## src/hw/rtl/k_way_run_merger_defines.svh

```systemverilog
// Assertion macros shared by the merger RTL.
// Include by bare file name; each use stands on a line of its own.
`ifndef K_WAY_RUN_MERGER_DEFINES_SVH
`define K_WAY_RUN_MERGER_DEFINES_SVH

// Same-cycle implication, checked outside reset.
`define KWM_ASSERT_IMPL(label, clk, rst_n, ante, cons) \
    label: assert property (@(posedge clk) disable iff (!rst_n) (ante) |-> (cons)) \
        else $error("kwm assertion failed");

// Next-cycle implication, checked outside reset.
`define KWM_ASSERT_NEXT(label, clk, rst_n, ante, cons) \
    label: assert property (@(posedge clk) disable iff (!rst_n) (ante) |=> (cons)) \
        else $error("kwm assertion failed");

`endif

```

## src/hw/rtl/kwm_pkg.sv

```systemverilog
// Shared constants, types and state codes for the k-way run merger.
// No dependencies.
package kwm_pkg;

    localparam int CAPACITY    = 1024;
    localparam int MAX_RUNS    = 8;
    localparam int VAL_W       = 32;

    // store address, element count, run index and run count widths
    localparam int AW          = $clog2(CAPACITY);
    localparam int CW          = $clog2(CAPACITY + 1);
    localparam int RIW         = $clog2(MAX_RUNS);
    localparam int RCW         = $clog2(MAX_RUNS + 1);

    // minimum tree over the run heads
    localparam int TREE_LV     = $clog2(MAX_RUNS);
    localparam int TREE_P      = 1 << TREE_LV;
    localparam int TREE_N      = 2 * TREE_P - 1;

    // command queue between front and back
    localparam int QUEUE_DEPTH = 2;
    localparam int QPW         = $clog2(QUEUE_DEPTH);
    localparam int QCW         = $clog2(QUEUE_DEPTH + 1);

    localparam logic KIND_POP  = 1'b1;

    typedef enum logic {
        OP_LOAD,
        OP_POP
    } t_op;

    typedef struct packed {
        t_op                     op;
        logic signed [VAL_W-1:0] value;
        logic                    run_start;
        logic                    set_end;
    } t_cmd;

    typedef struct packed {
        logic valid;
        t_cmd cmd;
    } t_qhead;

    typedef enum logic [1:0] {
        S_IDLE,
        S_EMIT,
        S_FILL
    } t_state;

endpackage

```

## src/hw/rtl/kwm_front.sv

```systemverilog
// Input side: takes beats, decodes the item kind and queues commands.
// Depends on kwm_pkg.
module kwm_front
    import kwm_pkg::*;
(
    input  logic                    i_clk,
    input  logic                    i_rst_n,
    input  logic                    i_in_valid,
    output logic                    o_in_stall,
    input  logic                    i_kind,
    input  logic signed [VAL_W-1:0] i_value,
    input  logic                    i_run_start,
    input  logic                    i_set_end,
    input  logic                    i_pop,
    output t_qhead                  o_q
);

    t_cmd           r_q [QUEUE_DEPTH];
    logic [QPW-1:0] r_wptr;
    logic [QPW-1:0] r_rptr;
    logic [QCW-1:0] r_cnt;
    t_cmd           new_cmd;
    logic           push;
    logic           pop;

    assign o_in_stall = (r_cnt == QCW'(QUEUE_DEPTH));
    assign push       = i_in_valid && !o_in_stall;
    assign pop        = i_pop && (r_cnt != '0);

    always_comb begin
        new_cmd.op        = (i_kind == KIND_POP) ? OP_POP : OP_LOAD;
        new_cmd.value     = i_value;
        new_cmd.run_start = i_run_start;
        new_cmd.set_end   = i_set_end;
    end

    always_ff @(posedge i_clk) begin
        if (!i_rst_n) begin
            r_wptr <= '0;
            r_rptr <= '0;
            r_cnt  <= '0;
        end else begin
            if (push) begin
                r_wptr <= r_wptr + QPW'(1);
            end
            if (pop) begin
                r_rptr <= r_rptr + QPW'(1);
            end
            if (push && !pop) begin
                r_cnt <= r_cnt + QCW'(1);
            end else if (pop && !push) begin
                r_cnt <= r_cnt - QCW'(1);
            end
        end
    end

    always_ff @(posedge i_clk) begin
        if (push) begin
            r_q[r_wptr] <= new_cmd;
        end
    end

    assign o_q.valid = (r_cnt != '0);
    assign o_q.cmd   = r_q[r_rptr];

endmodule

```

## config.mk

```make
export PLATFORM = sky130hd
export DESIGN_NAME = kwm_front
export DESIGN_NICKNAME = d
export VERILOG_FILES = /design/src/hw/rtl/k_way_run_merger_defines.svh /design/src/hw/rtl/kwm_pkg.sv /design/src/hw/rtl/kwm_front.sv
export SDC_FILE = /design/constraint.sdc
export NUM_CORES = 1
export LEC_CHECK = 0
export BUFFER_PORTS_ARGS = -buffer_cell sky130_fd_sc_hd__clkbuf_2
export CAP_MARGIN = 0
export CORE_MARGIN = 2
export CORE_UTILIZATION = 45
export DETAILED_ROUTE_END_ITERATION = 7
export GPL_TIMING_DRIVEN = 0
export PLACE_DENSITY_LB_ADDON = 0.15
export SYNTH_ARGS = -nofsm -noshare
export SYNTH_HDL_FRONTEND = slang
export SYNTH_SLANG_ARGS = --single-unit
export TNS_END_PERCENT = 10
```

## constraint.sdc

```tcl
create_clock -name i_clk -period 7.5 [get_ports i_clk]
set_clock_uncertainty 0.1 [all_clocks]
set_input_delay 0.75 -clock i_clk [delete_from_list [all_inputs] [get_ports i_clk]]
set_output_delay 0.75 -clock i_clk [all_outputs]
set_load 0.02 [all_outputs]
```

==> impl_metrics.ini <==
[logic_synthesis]
synth_seq_cells = 75
synth_nets = 174
async_flop_share_pct = 0
synth_top_area_share_pct = 76.16
synthAdderAreaFrac_pct = 0.4533
synth_compound_area_share_pct = 1.179
ys_seq_area_share_pct = 79.78
synth_mux_area_share_pct = 14.28
yosysMostFrequentCell = edfxtp_1
synth-main-ff-cell = edfxtp_1
synth_edf_count = 70
syn_area_per_cell_um2 = 20.60
synth-xor-area-share_pct = 0.9519
synth_cell_types = 22
synth_area_um2 = 2760
synth_common_cells = edfxtp_1, mux2_2, dfxtp_1
synth-simple-area-share_pct = 2.085
synth_top_area_cell = edfxtp_1
synth_top_family_by_area = multiplexers
syn_inst = 134
synth_area_leaders = edfxtp_1, mux2_2, dfxtp_1, buf_4, and2_1
yosysWarnings = 0

[layout]
final_layout_size_suffix_gt1_share_pct = 58.41
syn2layout_area_growth_pct = 25.79
multiInputGateArea_um2 = 530.5
regArea_um2 = 2202
fill_cells = 463
final_cell_area_um2 = 3472
nets = 261
diodes = 0

[timing]
relSlewSlack_pct = 36.72
max_freq_mhz = 412.6
period_minus_slack_ns = 2.424
min_period_over_period_pct = 32.32
slew_viol_final = 0
final.setup.tns_ns = 0
setup_violations = 0
hold_viol_final = 0
fin_ws_ns = 5.076
worst_slew_pin_slew_ns = 0.9461
rsz0062_at_grt = no

[detailed_routing]
antenna_left = 0
vias = 1442
drtIter0Drc = 58
wire_per_inst_um = 15.00
routed_wl_mm = 4.514
routed_via_density = 4.791
drc = 0
dr.pass1.iters = 4

[clock_network]
clock_latency_ns = 0.33
tritoncts.num_buffers = 9
cts_resized = 0
root_buffer = clkbuf_8
clk_pin_slew_ns = 0.07
cts_sinks = 75
htreeDepth = 3
cts_setup_buffers = 0
cts_tree = yes
clockBufferDepth = 2
cts_hold_buffers = 0

[floorplan]
core-area_um2 = 5921
die-area_um2 = 6776
dieWidth_um = 82.32
die_h_um = 82.32
row_count = 28
ioPinCount = 76
initial_core_util_pct = 46.62

[placed_design]
place_area_um2 = 3264
routabilityCongestion = 0.6954
dp_hpwl_mm = 3.125
dp_slack_ns = 5.088
portBuffers = 75

[pwr]
power_w = 0.001224
power_density_nw_per_um2 = 352.6
p_leak_nw = 1.334
ir_drop_mv = 0.1952

[worst_setup_path]
path_max_fanout = 10
end_kind = output port
crit_required_ns = 6.65
crit_type = flip-flop to output port
r2r_cells = 4
crit_path_start_kind = flip-flop
arrival_ns = 1.57
r2r-end = r_q[0][14]
rrSetupSlack_ns = 5.45
r2r-start = r_cnt[0]

[global_route]
grt_overflow = 0
grt_pass1_wl_mm = 6.555
grt_pass1_vias = 1463
antenna_found_initial = 0
grt_max_degree = 36
grt_usage_pct = 13.93

[run_status]
status = finished clean

[min_path]
hold_depth = 2
hp-class = flip-flop to flip-flop
hp-start = r_cnt[1]
hold_end = r_cnt[1]

[job]
max_cap_violations = 0
area by class of cell:
cell class	instances	area share, %
buffer	4	0.7928
multi-input combinational	53	15.28
clock buffer	10	3.676
timing repair buffer	76	11.60
tap	75	2.703
sequential	75	63.42
clock inverter	6	2.306
inverter	2	0.2162
cell families after synthesis:
kind of cell	after synthesis
xor gates and xnor gates	3
adders and majority gates	1
AOI/OAI and AO/OA	5
buffers and inverters	6
and+or+nand+nor	9
DFF	75
muxes	35
registers in the layout (all words and copies together) (netlist names), named ones only:
signal / cells
r_wptr: 1
r_q: 70
r_cnt: 2
r_rptr: 1
worst max-delay path by stage:
stage                           end  cells after the start  slack (ns)       start
after floorplan           r_q[0][0]                      2        4.74  i_in_valid
after global placement    r_q[0][3]                      3        3.95  i_in_valid
after detailed placement  r_q[0][3]                      4        5.09  i_in_valid
after CTS                    o_q[8]                      4        5.03   flip-flop
after global routing        o_q[12]                      4        4.97   flip-flop
final                        o_q[7]                      4        5.08   flip-flop
power by group:
group	internal [W]	leakage, nW	total (W)	switching (W)
sequential	0.000527	0.695	0.000545	0.0000179
clock	0.000185	0.101	0.000317	0.000133
combinational	0.000152	0.538	0.000362	0.000210
total	0.000864	1.33	0.00122	0.000360
through the flow:
stage                     util, %  hold WS [ns]  cells
after global placement      54.54        0.3886    284
final                       58.64        0.4308    301
after detailed placement    55.14        0.4078    285
after CTS                   58.64        0.4278    301
after global routing        58.64        0.4481    301
after floorplan                 -        0.3785    134
per-layer routing:
layer | routed length (um) | GRT usage [%] | vias to the layer above
met5 | 0 | 0 | -
met4 | 106 | 8.833 | 0
met3 | 288 | 4.022 | 8
met2 | 2454 | 23.71 | 48
met1 | 1665 | 15.20 | 693
li1 | - | - | 693
cell usage in the layout (no fill, tap or decap), drive strengths merged:
cell,Yosys,routed
clkbuf,0,85
edfxtp,70,70
mux2,35,35
dfxtp,5,5
buf,4,5
and2,3,3
clkinv,0,3
xnor2,2,2
bufinv,0,2
inv,2,2
o21ai,2,2
a21boi,2,2
nand2b,1,1
nor2,1,1
or2,1,1
and3,1,1
nor3,1,1
o21a,1,1
xor2,1,1
or3,1,1
ha,1,1
clkinvlp,0,1
critical path: stages, from the launching register on:
cell,delay (ns)
dfxtp_1,0.30
buf_2,0.20
buf_4,0.22
mux2_2,0.36
clkbuf_2,0.16
(Power assumes the default switching activity.)
